## src/hdl/lfs_pkg.sv

```systemverilog
// Shared types and constants for the line follow steering unit.
// Used by every module of the block; depends on nothing.
`timescale 1ns / 1ps

package lfs_pkg;

   localparam int MAX_WIDTH = 1024;
   localparam int IDX_W     = $clog2(MAX_WIDTH);
   localparam int WID_W     = 11;
   localparam int PIX_W     = 8;
   localparam int SPD_W     = 9;
   localparam int CSR_IDX_W = 3;
   localparam int FIFO_DEPTH = 4;
   localparam int FIFO_PTR_W = $clog2(FIFO_DEPTH);

   typedef enum logic [1:0] {
      DIR_NONE     = 2'd0,
      DIR_LEFT     = 2'd1,
      DIR_RIGHT    = 2'd2,
      DIR_CENTERED = 2'd3
   } dir_type;

   localparam logic [CSR_IDX_W-1:0] REG_FRAME_WIDTH     = 3'd0;
   localparam logic [CSR_IDX_W-1:0] REG_WHITE_THRESHOLD = 3'd1;
   localparam logic [CSR_IDX_W-1:0] REG_CENTER_BAND     = 3'd2;
   localparam logic [CSR_IDX_W-1:0] REG_MIN_SPEED       = 3'd3;
   localparam logic [CSR_IDX_W-1:0] REG_MAX_SPEED       = 3'd4;
   localparam logic [CSR_IDX_W-1:0] REG_LOST_LIMIT      = 3'd5;

   localparam logic [WID_W-1:0] RST_FRAME_WIDTH     = 11'd200;
   localparam logic [PIX_W-1:0] RST_WHITE_THRESHOLD = 8'd255;
   localparam logic [7:0]       RST_CENTER_BAND     = 8'd5;
   localparam logic [7:0]       RST_MIN_SPEED       = 8'd10;
   localparam logic [7:0]       RST_MAX_SPEED       = 8'd20;
   localparam logic [7:0]       RST_LOST_LIMIT      = 8'd7;
   localparam logic signed [SPD_W-1:0] RST_HOLD     = 9'sd10;
   localparam logic [7:0]       LOST_MAX            = 8'd255;

   typedef struct packed {
      logic [WID_W-1:0] frame_width;
      logic [PIX_W-1:0] white_threshold;
      logic [7:0]       center_band;
      logic [7:0]       min_speed;
      logic [7:0]       max_speed;
      logic [7:0]       lost_limit;
   } cfg_type;

   typedef struct packed {
      logic full;
      logic empty;
   } fifo_status_type;

endpackage

```

## src/hdl/lfs_front.sv

```systemverilog
// Front end: takes pixel words, tracks the first white run and classifies the row.
// Pushes one direction per row into the queue. Depends on lfs_pkg.
`timescale 1ns / 1ps

module lfs_front import lfs_pkg::*; (
   input  logic             clock,
   input  logic             reset,
   input  cfg_type          cfg,
   input  logic             pixel_accept,
   input  logic [PIX_W-1:0] pixel_value,
   output logic             push,
   output dir_type          push_dir
);

   logic [IDX_W-1:0] pixel_index_ff, pixel_index_in;
   logic [IDX_W-1:0] run_start_ff, run_start_in;
   logic             run_open_ff, run_open_in;
   logic             row_decided_ff, row_decided_in;
   dir_type          row_dir_ff, row_dir_in;

   logic [WID_W-1:0] eff_w;
   logic             last;
   logic             white;
   logic [IDX_W-1:0] run_end;
   logic [WID_W:0]   sum_s;
   logic [WID_W:0]   band2;
   logic [WID_W:0]   w_ext;
   dir_type          cls;

   always_comb begin
      if (cfg.frame_width < WID_W'(2)) begin
         eff_w = WID_W'(2);
      end else if (cfg.frame_width > WID_W'(MAX_WIDTH)) begin
         eff_w = WID_W'(MAX_WIDTH);
      end else begin
         eff_w = cfg.frame_width;
      end
   end

   assign last    = {1'b0, pixel_index_ff} >= (eff_w - WID_W'(1));
   assign white   = (pixel_value >= cfg.white_threshold) && !last;
   assign run_end = (pixel_index_ff != '0) ? pixel_index_ff - IDX_W'(1) : '0;
   assign sum_s   = (WID_W+1)'(run_start_ff) + (WID_W+1)'(run_end);
   assign band2   = (WID_W+1)'({cfg.center_band, 1'b0});
   assign w_ext   = (WID_W+1)'(eff_w);

   always_comb begin
      if ((sum_s + band2 > w_ext) && (sum_s < w_ext + band2)) begin
         cls = DIR_CENTERED;
      end else if (sum_s < w_ext) begin
         cls = DIR_LEFT;
      end else begin
         cls = DIR_RIGHT;
      end
   end

   always_comb begin
      pixel_index_in = pixel_index_ff;
      run_start_in   = run_start_ff;
      run_open_in    = run_open_ff;
      row_decided_in = row_decided_ff;
      row_dir_in     = row_dir_ff;
      if (pixel_accept) begin
         if (!row_decided_ff) begin
            if (white) begin
               if (!run_open_ff) begin
                  run_open_in  = 1'b1;
                  run_start_in = pixel_index_ff;
               end
            end else if (run_open_ff) begin
               row_dir_in     = cls;
               row_decided_in = 1'b1;
            end
         end
         if (last) begin
            pixel_index_in = '0;
            run_start_in   = '0;
            run_open_in    = 1'b0;
            row_decided_in = 1'b0;
            row_dir_in     = DIR_NONE;
         end else begin
            pixel_index_in = pixel_index_ff + IDX_W'(1);
         end
      end
   end

   // the last pixel is never white, so an open run closes on it
   assign push     = pixel_accept && last;
   assign push_dir = row_decided_ff ? row_dir_ff : (run_open_ff ? cls : DIR_NONE);

   always_ff @(posedge clock) begin
      if (reset) begin
         pixel_index_ff <= '0;
         run_start_ff   <= '0;
         run_open_ff    <= 1'b0;
         row_decided_ff <= 1'b0;
         row_dir_ff     <= DIR_NONE;
      end else begin
         pixel_index_ff <= pixel_index_in;
         run_start_ff   <= run_start_in;
         run_open_ff    <= run_open_in;
         row_decided_ff <= row_decided_in;
         row_dir_ff     <= row_dir_in;
      end
   end

endmodule

```

## src/hdl/lfs_fifo.sv

```systemverilog
// Short queue of row directions between the front end and the back end.
// Depends on lfs_pkg.
`timescale 1ns / 1ps

module lfs_fifo import lfs_pkg::*; (
   input  logic            clock,
   input  logic            reset,
   input  logic            push,
   input  dir_type         push_dir,
   input  logic            pop,
   output dir_type         pop_dir,
   output fifo_status_type status
);

   dir_type                 entry_ff [FIFO_DEPTH];
   logic [FIFO_PTR_W-1:0]   wr_ptr_ff, wr_ptr_in;
   logic [FIFO_PTR_W-1:0]   rd_ptr_ff, rd_ptr_in;
   logic [FIFO_PTR_W:0]     count_ff, count_in;
   logic                    do_push;
   logic                    do_pop;

   assign status.full  = count_ff == (FIFO_PTR_W+1)'(FIFO_DEPTH);
   assign status.empty = count_ff == '0;
   assign do_push      = push && !status.full;
   assign do_pop       = pop && !status.empty;
   assign pop_dir      = entry_ff[rd_ptr_ff];

   always_comb begin
      wr_ptr_in = do_push ? wr_ptr_ff + FIFO_PTR_W'(1) : wr_ptr_ff;
      rd_ptr_in = do_pop ? rd_ptr_ff + FIFO_PTR_W'(1) : rd_ptr_ff;
      count_in  = count_ff;
      if (do_push && !do_pop) begin
         count_in = count_ff + (FIFO_PTR_W+1)'(1);
      end else if (do_pop && !do_push) begin
         count_in = count_ff - (FIFO_PTR_W+1)'(1);
      end
   end

   always_ff @(posedge clock) begin
      if (do_push) begin
         entry_ff[wr_ptr_ff] <= push_dir;
      end
   end

   always_ff @(posedge clock) begin
      if (reset) begin
         wr_ptr_ff <= '0;
         rd_ptr_ff <= '0;
         count_ff  <= '0;
      end else begin
         wr_ptr_ff <= wr_ptr_in;
         rd_ptr_ff <= rd_ptr_in;
         count_ff  <= count_in;
      end
   end

endmodule

```

## src/hdl/lfs_back.sv

```systemverilog
// Back end: turns each row direction into wheel speeds, tracks lost rows,
// and holds the result word until taken. Depends on lfs_pkg.
`timescale 1ns / 1ps

module lfs_back import lfs_pkg::*; (
   input  logic                    clock,
   input  logic                    reset,
   input  cfg_type                 cfg,
   input  fifo_status_type         status,
   input  dir_type                 pop_dir,
   output logic                    pop,
   output logic                    out_valid,
   input  logic                    out_ready,
   output dir_type                 out_dir,
   output logic signed [SPD_W-1:0] out_left,
   output logic signed [SPD_W-1:0] out_right
);

   logic [7:0]              lost_ff, lost_in;
   logic signed [SPD_W-1:0] left_hold_ff, left_hold_in;
   logic signed [SPD_W-1:0] right_hold_ff, right_hold_in;
   logic                    valid_ff, valid_in;
   dir_type                 dir_ff;
   logic signed [SPD_W-1:0] left_ff, right_ff;
   logic signed [SPD_W-1:0] mn;
   logic signed [SPD_W-1:0] mx;

   assign mn  = $signed({1'b0, cfg.min_speed});
   assign mx  = $signed({1'b0, cfg.max_speed});
   assign pop = !status.empty && (!valid_ff || out_ready);

   always_comb begin
      lost_in       = lost_ff;
      left_hold_in  = left_hold_ff;
      right_hold_in = right_hold_ff;
      case (pop_dir)
         DIR_LEFT: begin
            lost_in       = '0;
            left_hold_in  = mn;
            right_hold_in = mx;
         end
         DIR_RIGHT: begin
            lost_in       = '0;
            left_hold_in  = mx;
            right_hold_in = mn;
         end
         DIR_CENTERED: begin
            lost_in       = '0;
            left_hold_in  = mx;
            right_hold_in = mx;
         end
         default: begin
            if (lost_ff != LOST_MAX) begin
               lost_in = lost_ff + 8'd1;
            end
            if (lost_in > cfg.lost_limit) begin
               left_hold_in  = -mx;
               right_hold_in = mx;
            end
         end
      endcase
      valid_in = pop ? 1'b1 : (valid_ff && !out_ready);
   end

   always_ff @(posedge clock) begin
      if (reset) begin
         lost_ff       <= '0;
         left_hold_ff  <= RST_HOLD;
         right_hold_ff <= RST_HOLD;
         valid_ff      <= 1'b0;
      end else begin
         valid_ff <= valid_in;
         if (pop) begin
            lost_ff       <= lost_in;
            left_hold_ff  <= left_hold_in;
            right_hold_ff <= right_hold_in;
         end
      end
   end

   always_ff @(posedge clock) begin
      if (pop) begin
         dir_ff   <= pop_dir;
         left_ff  <= left_hold_in;
         right_ff <= right_hold_in;
      end
   end

   assign out_valid = valid_ff;
   assign out_dir   = dir_ff;
   assign out_left  = left_ff;
   assign out_right = right_ff;

endmodule

```

## src/hdl/line_follow_steering_unit.sv

```systemverilog
// Line follow steering unit: one pixel word per cycle in, one steering word per row out.
// Throughput: one pixel per cycle; stalls only when the four-entry row queue is full.
// The row's steering word goes to rsp through the queue write and then the output register,
// which loads a word only when it is empty or its word is being taken.
// Reset (synchronous, active high) clears the row tracker, queue and lost count, sets the
// held speeds to ten and loads the register defaults. Depends on lfs_pkg and submodules.
`timescale 1ns / 1ps

module line_follow_steering_unit import lfs_pkg::*; (
   input  logic                 clock,
   input  logic                 reset,
   input  logic                 req_tvalid,
   output logic                 req_tready,
   input  logic [7:0]           req_tdata,   // [7:0] pixel_value
   output logic                 rsp_tvalid,
   input  logic                 rsp_tready,
   output logic [23:0]          rsp_tdata,   // [1:0] direction, [10:2] left_speed,
                                             // [19:11] right_speed, [23:20] zero
   input  logic                 csr_valid,
   output logic                 csr_ready,
   input  logic [CSR_IDX_W-1:0] csr_index,
   input  logic [WID_W-1:0]     csr_data
);

   cfg_type                 cfg_ff;
   fifo_status_type         status;
   logic                    pixel_accept;
   logic                    push;
   dir_type                 push_dir;
   logic                    pop;
   dir_type                 pop_dir;
   dir_type                 out_dir;
   logic signed [SPD_W-1:0] out_left;
   logic signed [SPD_W-1:0] out_right;

   assign csr_ready    = 1'b1;
   assign req_tready   = !status.full;
   assign pixel_accept = req_tvalid && req_tready;

   always_ff @(posedge clock) begin
      if (reset) begin
         cfg_ff.frame_width     <= RST_FRAME_WIDTH;
         cfg_ff.white_threshold <= RST_WHITE_THRESHOLD;
         cfg_ff.center_band     <= RST_CENTER_BAND;
         cfg_ff.min_speed       <= RST_MIN_SPEED;
         cfg_ff.max_speed       <= RST_MAX_SPEED;
         cfg_ff.lost_limit      <= RST_LOST_LIMIT;
      end else if (csr_valid) begin
         case (csr_index)
            REG_FRAME_WIDTH:     cfg_ff.frame_width     <= csr_data;
            REG_WHITE_THRESHOLD: cfg_ff.white_threshold <= csr_data[7:0];
            REG_CENTER_BAND:     cfg_ff.center_band     <= csr_data[7:0];
            REG_MIN_SPEED:       cfg_ff.min_speed       <= csr_data[7:0];
            REG_MAX_SPEED:       cfg_ff.max_speed       <= csr_data[7:0];
            REG_LOST_LIMIT:      cfg_ff.lost_limit      <= csr_data[7:0];
            default: begin
            end
         endcase
      end
   end

   lfs_front u_front (
      .clock        (clock),
      .reset        (reset),
      .cfg          (cfg_ff),
      .pixel_accept (pixel_accept),
      .pixel_value  (req_tdata),
      .push         (push),
      .push_dir     (push_dir)
   );

   lfs_fifo u_fifo (
      .clock    (clock),
      .reset    (reset),
      .push     (push),
      .push_dir (push_dir),
      .pop      (pop),
      .pop_dir  (pop_dir),
      .status   (status)
   );

   lfs_back u_back (
      .clock     (clock),
      .reset     (reset),
      .cfg       (cfg_ff),
      .status    (status),
      .pop_dir   (pop_dir),
      .pop       (pop),
      .out_valid (rsp_tvalid),
      .out_ready (rsp_tready),
      .out_dir   (out_dir),
      .out_left  (out_left),
      .out_right (out_right)
   );

   assign rsp_tdata = {4'b0000, out_right, out_left, out_dir};

endmodule
```

## config.mk

```make
export PLATFORM = sky130hd
export DESIGN_NAME = line_follow_steering_unit
export DESIGN_NICKNAME = d
export VERILOG_FILES = /design/src/hdl/lfs_pkg.sv /design/src/hdl/lfs_front.sv /design/src/hdl/lfs_fifo.sv /design/src/hdl/lfs_back.sv /design/src/hdl/line_follow_steering_unit.sv
export SDC_FILE = /design/constraint.sdc
export NUM_CORES = 1
export LEC_CHECK = 0
export BUFFER_PORTS_ARGS = -buffer_cell sky130_fd_sc_hd__buf_2
export CORE_AREA = 8 8 156 121
export CTS_CLUSTER_DIAMETER = 80
export DETAILED_ROUTE_END_ITERATION = 8
export DIE_AREA = 0 0 164 129
export PLACE_DENSITY = 0.75
export REMOVE_ABC_BUFFERS = 1
export SLEW_MARGIN = 5
export SYNTH_ARGS = -nofsm -noshare
export SYNTH_HDL_FRONTEND = slang
export SYNTH_SLANG_ARGS = --single-unit
```

## constraint.sdc

```tcl
create_clock -name clock -period 5.65 [get_ports clock]
set_input_delay 1.13 -clock clock [delete_from_list [all_inputs] [get_ports clock]]
set_output_delay 1.13 -clock clock [all_outputs]
set_load 0.005 [all_outputs]
```

* After elaboration in Yosys (flattened, before gate mapping) *
Memories as Yosys holds them, arrays and structs flattened. A register that Yosys moved wholly into a read port is not among the register bits.
Cells that the tools add are included.

storage, ports and cells
  latch bits = 0
  output and inout port bits = 27
  memories kept = 1
  memory bits (read-only) = 0
  flip-flop bits (word level) = 129
  logic and storage cells = 128
  memory bits (writable) = 8

memory list
  memory           words  bits a word  rd ports  clocked after Yosys merged registers in  wr ports  line            source
  u_fifo.entry_ff  4      2            1         1                                        1         lfs_fifo.sv:15  dir_type entry_ff [FIFO_DEPTH];

cells by class
  add/subtract/negate cells = 12
  multipliers = 0
  bitwise operators = 0
  div/mod/pow operators = 0
  shift-type cells = 0
  order comparisons = 8
  reductions and logical operators = 36
  muxes and demuxes = 37
  equal/unequal tests = 13

operators with widths
  operator                 count
  $mux W10                 6
  $pmux W9 S2              2
  $mux W8                  3
  $mux W11                 2
  $mux W2                  10
  $mux W9                  2
  $add A11 B9 Y12          1
  $add A12 B9 Y12          1
  $gt A12 B11 Y1           1
  $lt A12 B11 Y1           1
  $lt A12 B12 Y1           1
  $reduce_and A2 Y1        6
  $add A10 B10 Y11         1
  $ge A10 B11 Y1           1
  $gt A11 B11 Y1 const B   1
  $lt A11 B2 Y1 const B    1
  $sub A11 B1 Y11 const B  1
  $add A10 B1 Y10 const B  1
  $logic_and A1 B1 Y1      10
  $mux W1                  10
  $reduce_bool A10 Y1      1
  $sub A10 B1 Y10 const B  1
  $eq A3 B3 Y1 const B     3
  $neg A8 Y9               1
  22 further kinds         38

* Depth between registers and ports, before layout *
Gate-level depths: netlist (run 1).

  depth in word-level cells = 11
  depth in mapped cells = 27
  mapped depth without buffers = 26

* Modules after synthesis *
From an unflattened synthesis (run 1), not the netlist that was laid out.

second synthesis, totals
  cell total of the unflattened synthesis = 1018
  area total of the unflattened synthesis = 9250.1 µm²

modules (own cells, without submodules)
  module                     cells an instance  area an instance (µm²)  times used
  lfs_front                  458                3604.7                  1
  lfs_back                   298                2763.9                  1
  line_follow_steering_unit  204                2119.5                  1
  lfs_fifo                   58                 762.0                   1

* Worst setup path before layout (run 1) *
No wires, ideal clock.

  kind = reg2reg
  start = reg u_front.pixel_index_ff[0]
  end = mem u_fifo.entry_ff[0][1] in the netlist's numbering, data pin
  data arrival time = 5.438 ns
  period minus slack after synthesis = 5.750 ns
  buffers on the path = 1
  data required time = 5.339 ns
  stages on the path, launching flop included = 27
  path slack = -0.100 ns
  library setup time = 0.311 ns
  path through = dfxtp_1 -> inv_1 -> ha_1 -> nand2b_1 -> nor4_1 -> and3_1 -> clkbuf_1 -> nor2_1 -> ha_1 -> fa_1 -> a211oi_1 -> o21a_1 -> o21bai_1 -> a21oi_1 -> xnor2_1 -> ha_1 -> a21oi_1 -> o21ai_0 -> xor2_1 -> ha_1 -> nand4_1 -> nor2_1 -> a211o_1 -> o31a_1 -> a211o_1 -> nand4_1 -> o311ai_0

between the ends
  cells in the longest elaborated chain, start to end = 9
  elaborated cells between the ends (all ways) = 13
  those cells by class = add/sub: 3; order compare: 3; mux: 5; reduce/logical: 2

RTL lines
  item                                                    line                             source
  from (decl)                                             lfs_front.sv:15                  logic [IDX_W-1:0] pixel_index_ff, pixel_index_in;
  from (signal assigned)                                  lfs_front.sv:99                  pixel_index_ff <= pixel_index_in;
  $sub A10 B1 Y10 or $reduce_bool A10 Y1 (tied branches)  lfs_front.sv:42                  assign run_end = (pixel_index_ff != '0) ? pixel_index_ff - IDX_W'(1) : '0;
  $mux W10 *                                              lfs_front.sv:42
  $add A10 B10 Y11 *                                      lfs_front.sv:43                  assign sum_s = (WID_W+1)'(run_start_ff) + (WID_W+1)'(run_end);
  $add A12 B9 Y12                                         lfs_front.sv:48                  if ((sum_s + band2 > w_ext) && (sum_s < w_ext + band2)) begin
  $gt A12 B11 Y1                                          lfs_front.sv:48
  $logic_and A1 B1 Y1                                     lfs_front.sv:48
  $mux W2 *                                               lfs_front.sv:48
  $mux W2 * (2 in a row)                                  lfs_front.sv:89                  assign push_dir = row_decided_ff ? row_dir_ff : (run_open_ff ? cls : DIR_NONE);
  net push_dir[1]                                         line_follow_steering_unit.sv:29  dir_type push_dir;
  to (decl)                                               lfs_fifo.sv:15

The timed path passes the listed nets; every way through them passes the cells marked *.

* Worst setup path after layout (run 1) *
  start = reg u_front.pixel_index_ff[0]
  end = mem u_fifo.entry_ff[2][1] in the netlist's numbering, data pin

The elaborated chain is that of the path after synthesis.

==> reports/results.txt, run 1 <==
The run finished with clean final reports. The number of violations of the max-capacitance limit came out at 0. The biggest area consumer among synthesized cells is sky130_fd_sc_hd__dfxtp_1.

The netlist uses 70 different library cells. After synthesis the cells add up to 8840 um2. The later pin in the worst-skew pair is clocked with a latency of 0.42 ns.

After detailed routing, the number of vias per cell comes to 5.85. The first detailed-routing pass ran for 6 iterations. In the final layout, the share of cells above drive strength 1 is 13.8%.

The count of cells along the worst register-to-register path was 25; the final weighted congestion of routability-driven global placement was 0.939. Once detail routing completed, the nets flagged for antenna violations numbered 0. The first-pass GRT wire length is 35.4 mm. The min-delay analysis places its worst path in the category register to register. The total count of hold-check failures in the final report was 0. The logs give 3060 um2 for the sequential standard cell area and 22.5 mm for the post-detailed-routing wire length. For the sequential share of the synthesized area, the log shows 34.6%. The number of clock buffers added by TritonCTS is 17. Final design instance area without fill: 10,100 um2.

The final global-route overflow total was 0; the initial antenna violation count was 0. The layout has 1,385 filler cells. The worst clock skew on the final layout is 0.00916 ns. For this run, design rule violations remaining after detail routing come to 0. For flop-to-flop paths, the worst setup slack is 0.21 ns. The total area inside the core boundary comes to 16,500 um2.

The average instance in the mapped netlist occupies 8.47 um2. Final hold analysis gives a worst-case slack of 0.456 ns. Of all flip-flops after synthesis, the portion carrying an async set or reset was 0%.

For this run, the top clock speed supported by timing is 184 MHz. The tools report the violation count after the first detailed-routing iteration as 671. The critical path ends at u_fifo.entry_ff[2][1]. In this run, synthesis produced a sequential element count of 139.

STA classifies the critical path startpoint as a register. The endpoint class of the critical path is a register. CTS built an H-tree with a depth of 4. Among all stages on the critical path, the largest delay is contributed by sky130_fd_sc_hd__fa_2.

The clock transition at the registers of the reported paths came out at 0.06 ns. Across every metal layer, demand over resource in global routing totals 20.9%. The largest single stage delay on the critical path is 0.43 ns.

The floorplan step defined a die boundary enclosing 21,200 um2. The final setup violation count is 0, and the number of placement rows is 41. By area the synthesized netlist is led by sky130_fd_sc_hd__dfxtp_1 25%, sky130_fd_sc_hd__ha_1 13%, sky130_fd_sc_hd__edfxtp_1 9.5%, sky130_fd_sc_hd__nand2_1 6.2%, sky130_fd_sc_hd__nor2_1 4.8%. During I/O placement, the number of pins put on the boundary was 54.

The run gives 0 as the warning count from the yosys run. The logs give 61.4% for the end-of-flow core utilization and 7,712 for the via total after detailed routing. The area of the multi-input gates came out at 5520 um2.

The slew at the pin closest to its max-slew limit is 0.987 ns, and the die height is 129 um. Tracing the worst setup path back leads to its startpoint at u_front.pixel_index_ff[0]. Measured against its own limit, the worst slew margin works out to 33.3%. The detailed-route wire length per cell was 17.0 um; the number of pins exceeding their max-slew limit in the final report was 0.

The worst setup path is of the register to register kind. Synthesis handed over a netlist of 1,044 instances. The overall power is 3770 uW. The ratio of final minimum period to clock period is 96.2%.

The logs give 16.7 mm for the post-DP HPWL and 1,215 for the number of nets in the layout. The tools report the end of the worst register-to-register path as u_fifo.entry_ff[2][1]. Summed over its instances, the top area cell type makes up 25.1% of the synthesized netlist area. In this run the worst path has a maximum fanout of 4. The count of flip-flops with a built-in enable after synthesis was 28; the via count of the first global-routing pass was 7,040. The number of hold-repair buffers added at the cts stage is 0, and the synthesis-to-layout area growth is 14.4%. The signal arrival time at the worst endpoint was 5.57 ns; the total of buffers placed on input and output ports was 48. In this run the cell area measured after placement is 9310 um2. In this run the static leakage power is 0.00449 uW. The most instantiated flip-flop cell in the synthesis netlist was sky130_fd_sc_hd__dfxtp_1. Counting every sink on the clock net gives 139. The tools report the library cell used as clock root buffer as sky130_fd_sc_hd__clkbuf_16. The tools report the pin count of the biggest net entering global routing as 60.

The tools report the beginning of the worst register-to-register path as u_front.pixel_index_ff[0]. Subtracting the final worst setup slack from the clock period gives 5.44 ns. Across the VDD grid, the largest voltage drop is 323 uV. Ratio of total power to cell area: 373 nW/um2. The critical path data required time was 5.78 ns. The most numerous cell type found on the critical path is sky130_fd_sc_hd__ha_1. Once the floorplan was initialized, standard cells occupied 53.7% of the core.

The clock passes through at most 2 buffers. TritonCTS built the clock tree. The die extent in x was 164 um.
[through the flow]
stage | TNS (ns) | worst slack [ns] | cells
6_report | 0 | 0.212 | 1319
2_1_floorplan | -0.0249 | -0.00622 | 996
3_3_place_gp | 0 | 0.0740 | 1281
5_1_grt | -0.108 | -0.0281 | 1318
4_1_cts | 0 | 0.0320 | 1313
3_5_place_dp | -0.530 | -0.132 | 1281
[sequential cells by signal (all words and copies together) (netlist names), 9 cells and up, named ones only]
| register | flops |
|---|---|
| u_front.run_start_ff | 10 |
| u_front.pixel_index_ff | 10 |
| cfg_ff | 51 |
| u_back.out_right | 9 |
| u_back.right_hold_ff | 9 |
| u_back.out_left | 9 |
| u_back.left_hold_ff | 9 |
[placed cells by master, fill, tap and decap left out, types with 5 or more instances in the layout]
master                      count
sky130_fd_sc_hd__nand2_1      145
sky130_fd_sc_hd__nor2_1       112
sky130_fd_sc_hd__dfxtp_1      111
sky130_fd_sc_hd__ha_1          89
sky130_fd_sc_hd__a21oi_1       65
sky130_fd_sc_hd__inv_1         53
sky130_fd_sc_hd__buf_2         48
sky130_fd_sc_hd__xnor2_1       30
sky130_fd_sc_hd__nand3_1       29
sky130_fd_sc_hd__edfxtp_1      28
sky130_fd_sc_hd__buf_4         27
sky130_fd_sc_hd__o21ai_0       25
sky130_fd_sc_hd__clkbuf_16     20
sky130_fd_sc_hd__a21o_1        19
sky130_fd_sc_hd__and3_1        18
sky130_fd_sc_hd__nor3_1        17
sky130_fd_sc_hd__xor2_1        17
sky130_fd_sc_hd__a22o_1        17
sky130_fd_sc_hd__a211o_1       15
sky130_fd_sc_hd__nor2b_1       14
sky130_fd_sc_hd__o21a_1        14
sky130_fd_sc_hd__a311oi_1      12
sky130_fd_sc_hd__nand3b_1      12
sky130_fd_sc_hd__mux2i_1       10
sky130_fd_sc_hd__nand2b_1      10
sky130_fd_sc_hd__a22oi_1        9
sky130_fd_sc_hd__a21oi_2        8
sky130_fd_sc_hd__a31oi_1        8
sky130_fd_sc_hd__or3_1          8
sky130_fd_sc_hd__nand4_1        7
sky130_fd_sc_hd__o21ai_2        5
sky130_fd_sc_hd__conb_1         5
[synth_stat cells (5+ instances only)]
cell,instances
sky130_fd_sc_hd__a21o_1,19
sky130_fd_sc_hd__inv_1,53
sky130_fd_sc_hd__nor2_1,114
sky130_fd_sc_hd__dfxtp_1,111
sky130_fd_sc_hd__a211o_1,15
sky130_fd_sc_hd__a21oi_1,69
sky130_fd_sc_hd__edfxtp_1,28
sky130_fd_sc_hd__buf_4,5
sky130_fd_sc_hd__o21ai_0,28
sky130_fd_sc_hd__a211oi_1,5
sky130_fd_sc_hd__xor2_1,17
sky130_fd_sc_hd__nand3b_1,12
sky130_fd_sc_hd__nor3_1,17
sky130_fd_sc_hd__a22o_1,17
sky130_fd_sc_hd__nand4_1,7
sky130_fd_sc_hd__or3_1,8
sky130_fd_sc_hd__mux2i_1,10
sky130_fd_sc_hd__a22oi_1,9
sky130_fd_sc_hd__ha_1,94
sky130_fd_sc_hd__o21a_1,14
sky130_fd_sc_hd__and3_1,19
sky130_fd_sc_hd__a31oi_1,8
sky130_fd_sc_hd__a311oi_1,12
sky130_fd_sc_hd__nor2b_1,15
sky130_fd_sc_hd__xnor2_1,34
sky130_fd_sc_hd__nand2b_1,10
sky130_fd_sc_hd__nand2_1,145
sky130_fd_sc_hd__nand3_1,29
sky130_fd_sc_hd__o21bai_1,5
sky130_fd_sc_hd__clkbuf_1,38
[how the worst min path moves through the flow]
stage	start	endpoint	cells past startpoint
detailed placement	cfg_ff[7]	cfg_ff[7]	2
global placement	u_back.left_hold_ff[8]	u_back.left_hold_ff[8]	2
finish	cfg_ff[3]	cfg_ff[3]	2
floorplan	u_back.left_hold_ff[8]	u_back.left_hold_ff[8]	2
CTS	cfg_ff[3]	cfg_ff[3]	2
global route	cfg_ff[3]	cfg_ff[3]	2
[power breakdown]
part / internal (uW) / total (uW) / switching, uW
Combinational: 559 / 1360 / 797
Sequential: 1200 / 1270 / 70.7
Clock: 703 / 1140 / 439
[layout make-up]
type                       instances  area share [%]
multi-input combinational        804            54.6
sequential                       139            30.3
clock buffer                      23            5.16
timing repair buffer              75            4.38
tap                              215            2.66
inverter                          53            1.97
clock inverter                     9           0.915
antenna                            1          0.0247
[critical path: cells and delay by family, from the launching register on]
family                   cells  cell delay, ns
flip-flops                   1            0.31
buffers and inverters        1            0.08
XOR/XNOR                     2            0.32
AND/OR/NAND/NOR              7            0.93
AO/OA/AOI/OAI               10            2.11
adder cells (fa/ha/maj)      5            1.41
[routing by layer]
metal | up-vias | track usage, % | routed length, um
li1 | 3786 | - | -
met1 | 3635 | 30.7 | 11000
met2 | 264 | 30.2 | 9580
met3 | 27 | 4.66 | 1580
met4 | 0 | 5.60 | 267
met5 | - | 0 | 0
[logic make-up after synthesis]
group,Yosys count,synth area share (%)
AOI/OAI and AO/OA,240,18.9
adders and majority gates,98,14.2
other,2,0.0849
muxes,13,1.64
buffers and inverters,104,4.75
xor gates and xnor gates,51,5.05
and+or+nand+nor,397,20.8
DFF,139,34.6
[what timing repair did]
item                       CTS  global route
cloned                       0             0
pin swaps                    0            17
setup endpoints to repair    4             8
setup buffers                0             5
gates resized for setup      5            27
(Power assumes the default switching activity.)
==> inputs of run 2 (changes only) <==
--- a/config.mk
+++ b/config.mk
@@ -6,10 +6,11 @@
 export NUM_CORES = 1
 export LEC_CHECK = 0
 export BUFFER_PORTS_ARGS = -buffer_cell sky130_fd_sc_hd__buf_2
-export CORE_AREA = 8 8 156 121
+export CORE_AREA = 3 3 131 133
 export CTS_CLUSTER_DIAMETER = 80
 export DETAILED_ROUTE_END_ITERATION = 8
-export DIE_AREA = 0 0 164 129
+export DIE_AREA = 0 0 134 136
+export GPL_TIMING_DRIVEN = 0
 export PLACE_DENSITY = 0.75
 export REMOVE_ABC_BUFFERS = 1
 export SLEW_MARGIN = 5
==> reports/results.txt, run 2 (synthesized netlist as in run 1, its figures left out) <==
The run finished with clean final reports. The worst clock skew on the final layout is 0.00985 ns (+0.000685 ns), and the first-pass detailed-route iteration total is 5 (-1). The TritonCTS buffer count was 17 (unchanged). The logs give 41.1% (+7.7 points) for the relative slew slack and 88 (+47%) for the pin count of the biggest net entering global routing. The number of placement rows was 46 (+12%); the die height was 136 um (+5.4%).

For the signal arrival time at the worst endpoint, the log shows 5.57 ns (about the same). For the final weighted congestion of routability-driven global placement, the log shows 0.867 (-7.7%). The flip-flop count of the largest register, all copies and words added is 51 (unchanged).

The tools report the core area as 15,900 um2 (-3.2%). The clock latency of the later-clocked register in the worst-skew pair was 0.42 ns (about the same). Among all stages on the critical path, the largest delay is contributed by sky130_fd_sc_hd__fa_2.

The detailed-route wire length per cell came out at 15.8 um (-7.4%). The logs give 0 (unchanged) for the number of pins exceeding their max-slew limit in the final report and 20.5 mm (-8.5%) for the post-detailed-routing wire length. The tools report the starting utilization of the core area as 55.5% (+1.8 points). The highest fanout seen on the critical path was 10 (+6). The critical path data required time is 5.78 ns (about the same), and the top achievable clock speed is 184 MHz (about the same).

The worst setup path is captured at a register. Post-DP HPWL: 14.7 mm (-12%). The die extent in x is 134 um (-18%).

For the number of hold-repair buffers added at the cts stage, the log shows 0 (unchanged). The total of buffers placed on input and output ports came out at 48 (unchanged). The critical path goes through nor4_4 -> and3_4 -> nor2_1 -> ha_2 -> fa_2 -> a21o_1 -> a211oi_2 -> nor2_4 -> ha_1 -> a21oi_1 -> a31o_2 -> nor2b_2 -> o21ai_2 -> xor2_1 -> ha_1 -> nand4_1 -> nor2_2 -> a211o_1 -> o31a_1 -> a211o_1 -> nand4_1 -> o311ai_4. The die area was 18,200 um2 (-14%).

Total count of hold-check failures in the final report: 0 (unchanged). The tools report the count of non-filler cells in the finished layout as 1,304 (-1.1%). The final setup violation count came out at 0 (unchanged). The worst stage delay on the critical path was 0.47 ns (+0.04 ns).

Type of the worst min-delay path: register to register. For the sink count of the clock tree, the log shows 139 (unchanged). The initial antenna violation count is 0 (unchanged). The ratio of final minimum period to clock period was 96.2% (about the same).

The diode insertion count for antenna repair came out at 0 (-1). The final antenna-violating net count came out at 0 (unchanged). The tools report the number of nets in the layout as 1,200 (-1.2%).

The remaining design rule violation count is 0 (unchanged), and the synthesis-to-layout area growth is 14.7%. The clock transition at the registers of the reported paths is 0.06 ns (about the same). The number of vias per cell was 5.79 (-0.91%). The kind of start point of the critical path is a register. The number of buffers on the longest clock path was 2 (unchanged); the all-layer global routing usage was 22.4% (+1.4 points).

Most frequent standard cell in the layout excluding fill and tap cells: sky130_fd_sc_hd__nand2_1. Counting flops per register, the top entry is cfg_ff. Final global-route overflow total: 0 (unchanged).

The violation count after the first detailed-routing iteration is 395 (-41%), and the number of violations of the max-capacitance limit is 0 (unchanged). The worst setup path is of the register to register kind. The largest registers in the layout are cfg_ff: 51 flops, u_front.pixel_index_ff: 10 flops, u_front.run_start_ff: 10 flops.

The via count of the first global-routing pass is 7,011 (-0.41%), and the count of placed standard cells including taps is 1,262 (-1.5%). TritonCTS built the clock tree. The time the worst path needs with I/O delays and setup came out at 5.43 ns (-0.00502 ns). The ratio of total power to cell area is 367 nW/um2 (-1.6%). For the highest ir drop seen on vdd, the log shows 248 uV (-23%). The top cell types in the final layout, fill and taps aside, are 143 x sky130_fd_sc_hd__nand2_1, 111 x sky130_fd_sc_hd__nor2_1, 108 x sky130_fd_sc_hd__dfxtp_1. The logs give 7,555 (-2.0%) for the via total after detailed routing and 54 (unchanged) for the number of ports placed on the die boundary. The proportion of layout cells with a drive suffix above 1 is 14.2% (+0.47 points). The slew at the pin closest to its max-slew limit came out at 0.883 ns (-0.105 ns). The library cell used as clock root buffer is sky130_fd_sc_hd__clkbuf_16.

The overall power is 3720 uW (-1.4%), and the first-pass GRT wire length is 33.5 mm (-5.5%). The leakage dissipation was 0.00445 uW (-1.1%); the maximum level of the CTS H-tree was 4 (unchanged).
-- run 2: cell count changes in the layout (fill, tap and decap cells not counted), moves of 3 or more --
cell,delta
sky130_fd_sc_hd__buf_4,-16
sky130_fd_sc_hd__clkbuf_16,-3
sky130_fd_sc_hd__clkinv_4,+4
sky130_fd_sc_hd__dfxtp_1,-3
sky130_fd_sc_hd__inv_1,-3
sky130_fd_sc_hd__inv_2,+3
-- run 2: metal layers --
metal	wire length [um]	share of wire [%]	global-route usage, %
met5	0	0	0
met4	380	1.8	6.57
met3	1040	5.1	4.03
met2	9610	47	37.0
met1	9520	46	30.1
-- run 2: stage by stage --
stage	setup TNS (ns)	util [%]	area, um2	hold slack, ns	setup WS [ns]
final	0	63.6	10100	0.457	0.217
after global routing	-0.834	63.6	10100	0.477	-0.135
after CTS	0	62.0	9880	0.456	0.00880
after detailed placement	-7.18	57.7	9200	0.447	-0.886
after global placement	-7.22	57.4	9140	0.443	-0.873
after floorplan	-0.0249	-	8630	0.430	-0.00622
-- run 2: worst max-delay path: cells and delay by family (launching register included) --
kind	cells	cell delay [ns]
AOI/OAI and AO/OA	9	1.91
xor gates and xnor gates	1	0.14
adders and majority gates	4	1.29
DFF	1	0.46
and+or+nand+nor	8	1.32
-- run 2: where the power goes --
group / switching [uW] / internal [uW]
combinational: 784 / 541
sequential: 70.4 / 1200
clock: 455 / 662
total: 1310 / 2410
-- run 2: layout make-up --
| class | instances | area (um2) |
|---|---|---|
| Timing Repair Buffer | 60 | 360 |
| Clock buffer | 19 | 433 |
| Inverter | 53 | 199 |
| Tap cell | 216 | 270 |
| Fill cell | 1339 | 5800 |
| Multi-Input combinational cell | 804 | 5650 |
| Sequential cell | 139 | 3070 |
| Clock inverter | 13 | 158 |
-- run 2: worst paths after layout --
| check | start | end | slack [ns] | depth (start not counted) |
|---|---|---|---|---|
| hold / removal | cfg_ff[5] | cfg_ff[5] | 0.46 | 2 |
| setup reg to reg | u_front.pixel_index_ff[3] | u_fifo.entry_ff[1][1] | 0.22 | 22 |
| setup / recovery | u_front.pixel_index_ff[3] | u_fifo.entry_ff[1][1] | 0.22 | 22 |
| hold reg to reg | cfg_ff[5] | cfg_ff[5] | 0.46 | 2 |
-- run 2: repair_timing --
action / 4_1_cts / 5_1_grt
endpoints found under the setup margin: 10 / 11
buffers inserted: 1 / 9
cloned: 0 / 0
gates resized for setup: 20 / 38
pin swaps: 2 / 19
==> inputs of run 3 (changes only) <==
==> constraint.sdc (replaced) <==
create_clock -name clock -period 4.95 [get_ports clock]
set_input_delay 0.2475 -clock clock [delete_from_list [all_inputs] [get_ports clock]]
set_output_delay 0.2475 -clock clock [all_outputs]
set_load 0.005 [all_outputs]
==> reports/results.txt, run 3 (synthesized netlist as in run 1, its figures left out) <==
The count of placed standard cells including taps is 1,262 (unchanged). The library cell used most frequently in the layout, excluding fill and tap cells, is sky130_fd_sc_hd__nand2_1. The slew at the pin closest to its max-slew limit is 0.913 ns (+0.0300 ns), and the minimum setup slack in the final design is -0.376 ns (-0.593 ns). The tools report the remaining design rule violation count as 0 (unchanged). The worst clock skew on the final layout is 0.0115 ns (+0.00164 ns), and the post-DP HPWL is 14.7 mm (unchanged). The die area came out at 18,200 um2 (unchanged). The largest registers in the layout are cfg_ff: 51 flops, u_front.pixel_index_ff: 10 flops, u_front.run_start_ff: 10 flops.

The via total after detailed routing was 7,739 (+2.4%). The worst stage delay on the critical path was 0.40 ns (-0.07 ns). The run gives 5 (unchanged) as the first-pass detailed-route iteration total.

The tree is rooted in a sky130_fd_sc_hd__clkbuf_16. The time the worst path needs with I/O delays and setup is 5.33 ns (-0.107 ns). The maximum level of the CTS H-tree was 4 (unchanged); the net switching fraction of the power was 35.5% (+0.28 points).

The critical path is of the register to register type. Ratio of final minimum period to clock period: 108% (+11 points). The signal arrival time at the worst endpoint was 5.46 ns (-0.11 ns); the diode insertion count for antenna repair was 0 (unchanged).

The die extent in x is 134 um (unchanged). In this design, the largest share of critical-path delay is due to compound AO/OA/AOI/OAI gates. The starting utilization of the core area was 55.5% (unchanged). The logs give 0 (unchanged) for the final antenna-violating net count and 272 uV (+9.8%) for the highest ir drop seen on vdd. For the internal cell power, the log shows 2800 uW (+16%). The kind of start point of the critical path is a register. The filler cell count in the final layout was 1,291 (-3.6%).

The sink count of the clock tree came out at 139 (unchanged). The count of non-filler cells in the finished layout is 1,321 (+1.3%). The relative slew slack came out at 38.5% (-2.6 points). The clock group share of total power was 29.4% (-0.7 points); the final weighted congestion of routability-driven global placement was 0.867 (unchanged).

The pin count of the biggest net entering global routing was 88 (unchanged). The number of ports placed on the die boundary was 54 (unchanged). The logs give 2 (unchanged) for the number of buffers on the longest clock path and 0 (unchanged) for the number of violations of the max-capacitance limit. The run gives 404 (+2.3%) as the violation count after the first detailed-routing iteration. cfg_ff holds more flip-flops than any other register. The tools report the TritonCTS buffer count as 17 (unchanged). The slowest stage of the critical path belongs to the cell sky130_fd_sc_hd__fa_2.

The flow ran to the end, but the final reports show violations. Sum of buffers and inverters on the critical path: 2 (+2). The number of nets in the layout is 1,217 (+1.4%).

The via count of the first global-routing pass is 7,237 (+3.2%), and the highest fanout seen on the critical path is 5 (-5). The tools report the critical path data required time as 5.08 ns (-0.70 ns). The flip-flop count of the largest register, all copies and words added works out to 51 (unchanged). The proportion of layout cells with a drive suffix above 1 came out at 16.2% (+2.0 points). The top cell types in the final layout, fill and taps aside, are 145 x sky130_fd_sc_hd__nand2_1, 110 x sky130_fd_sc_hd__nor2_1, 106 x sky130_fd_sc_hd__dfxtp_1. The total of buffers placed on input and output ports is 48 (unchanged), and the all-layer global routing usage is 23.2% (+0.81 points).

The share of total power in combinational logic is 37.1% (+1.4 points), and the core area is 15,900 um2 (unchanged). The net load switching power was 1540 uW (+18%). Setup repair after global routing could not meet its margin everywhere. The checks that failed: setup timing.

The ratio of total power to cell area works out to 418 nW/um2 (+14%). The worst setup slack before clock tree synthesis is -1.59 ns (-0.700 ns). Sequential fraction of design power: 33.5% (-0.8 points). STA classifies the critical path endpoint as a register. For the clock latency of the later-clocked register in the worst-skew pair, the log shows 0.42 ns (about the same). The top achievable clock speed is 188 MHz (+2.0%), and the post-detailed-routing wire length is 21.6 mm (+5.0%). The tools report the final setup violation count as 10 (+10). Die height: 136 um (unchanged). The sum of negative setup slack is -3.11 ns (-3.11 ns). The final global-route overflow total is 0 (unchanged), and the initial antenna violation count is 0 (unchanged).

First-pass GRT wire length: 34.7 mm (+3.6%). The synthesis-to-layout area growth is 17.4%, and the leakage dissipation is 0.00453 uW (+2.0%). Number of vias per cell: 5.86 (+1.1%). For the number of hold-repair buffers added at the cts stage, the log shows 0 (unchanged).

Type of the worst min-delay path: primary input to register. The tools report the total count of hold-check failures in the final report as 0 (unchanged). The detailed-route wire length per cell was 16.3 um (+3.7%). The number of pins exceeding their max-slew limit in the final report is 0 (unchanged), and the clock transition at the registers of the reported paths is 0.06 ns (about the same).

TritonCTS built the clock tree. The run gives 46 (unchanged) as the number of placement rows.
run 3: cell count changes in the layout (fill, tap and decap cells not counted), moves of 3 or more:
cell | previous run | this run
sky130_fd_sc_hd__a21oi_2 | 7 | 10
sky130_fd_sc_hd__a21oi_1 | 65 | 62
sky130_fd_sc_hd__ha_1 | 89 | 85
sky130_fd_sc_hd__ha_4 | 3 | 7
sky130_fd_sc_hd__buf_4 | 11 | 26
run 3: routing by layer:
layer / GRT usage [%] / vias up / share of wire [%]
li1: - / 3793 / -
met1: 30.5 / 3728 / 46
met2: 39.2 / 187 / 48
met3: 4.07 / 31 / 4.3
met4: 6.91 / 0 / 1.8
met5: 0 / - / 0
run 3: worst reg2reg max path, cell delays in order, from the launching register on:
cell                       delay, ns
sky130_fd_sc_hd__dfxtp_4        0.35
sky130_fd_sc_hd__inv_4          0.06
sky130_fd_sc_hd__ha_4           0.14
sky130_fd_sc_hd__nand2b_4       0.06
sky130_fd_sc_hd__nor4_4         0.18
sky130_fd_sc_hd__and3_4         0.27
sky130_fd_sc_hd__nor2_4         0.05
sky130_fd_sc_hd__ha_4           0.16
sky130_fd_sc_hd__fa_2           0.40
sky130_fd_sc_hd__a211oi_4       0.29
sky130_fd_sc_hd__o21a_1         0.20
sky130_fd_sc_hd__o21bai_1       0.11
sky130_fd_sc_hd__a21oi_2        0.22
sky130_fd_sc_hd__xnor2_2        0.17
sky130_fd_sc_hd__ha_1           0.31
sky130_fd_sc_hd__a21oi_2        0.17
sky130_fd_sc_hd__o21ai_1        0.10
sky130_fd_sc_hd__xor2_1         0.15
sky130_fd_sc_hd__ha_1           0.31
sky130_fd_sc_hd__nand4_1        0.10
sky130_fd_sc_hd__nor2_2         0.05
sky130_fd_sc_hd__buf_4          0.13
sky130_fd_sc_hd__o211a_1        0.12
sky130_fd_sc_hd__o31a_1         0.30
sky130_fd_sc_hd__a211o_1        0.33
sky130_fd_sc_hd__nand4_1        0.16
sky130_fd_sc_hd__o311ai_4       0.15
run 3: final cells by class:
class / count / area [um2] / area share [%]
multi-input combinational: 804 / 5740 / 55.3
clock inverter: 13 / 158 / 1.52
sequential: 139 / 3070 / 29.6
inverter: 53 / 201 / 1.94
timing repair buffer: 77 / 504 / 4.86
tap: 216 / 270 / 2.60
clock buffer: 19 / 433 / 4.17
run 3: final timing paths:
check | startpoint | endpoint | slack [ns] | cells past startpoint
setup / recovery | u_front.pixel_index_ff[0] | u_fifo.entry_ff[1][1] | -0.38 | 26
hold / removal | reset | cfg_ff[30] | 0.06 | 2
setup reg to reg | u_front.pixel_index_ff[0] | u_fifo.entry_ff[1][1] | -0.38 | 26
hold reg to reg | cfg_ff[5] | cfg_ff[5] | 0.46 | 2
run 3: stage by stage:
step | utilization, % | cell area (um2) | hold WS (ns) | total power [uW]
CTS | 63.8 | 10200 | 0.0486 | 4260
floorplan | - | 8630 | 0.317 | 2440
global placement | 57.4 | 9140 | 0.443 | 2820
detailed placement | 57.7 | 9200 | 0.447 | 2860
finish | 65.1 | 10400 | 0.0620 | 4340
global route | 65.1 | 10400 | 0.0613 | 4580
run 3: repair_timing:
| item | in CTS | in global routing |
|---|---|---|
| gates resized for setup | 51 | 26 |
| pin swaps | 29 | 17 |
| endpoints found under the setup margin | 11 | 12 |
| setup buffers | 20 | 7 |
run 3: power by group through the flow:
stage	Clock, uW	Sequential, uW	Combinational [uW]
2_1_floorplan	0	1480	962
3_3_place_gp	0	1480	1340
3_5_place_dp	0	1480	1380
4_1_cts	1290	1450	1510
5_1_grt	1330	1470	1780
6_report	1280	1450	1610
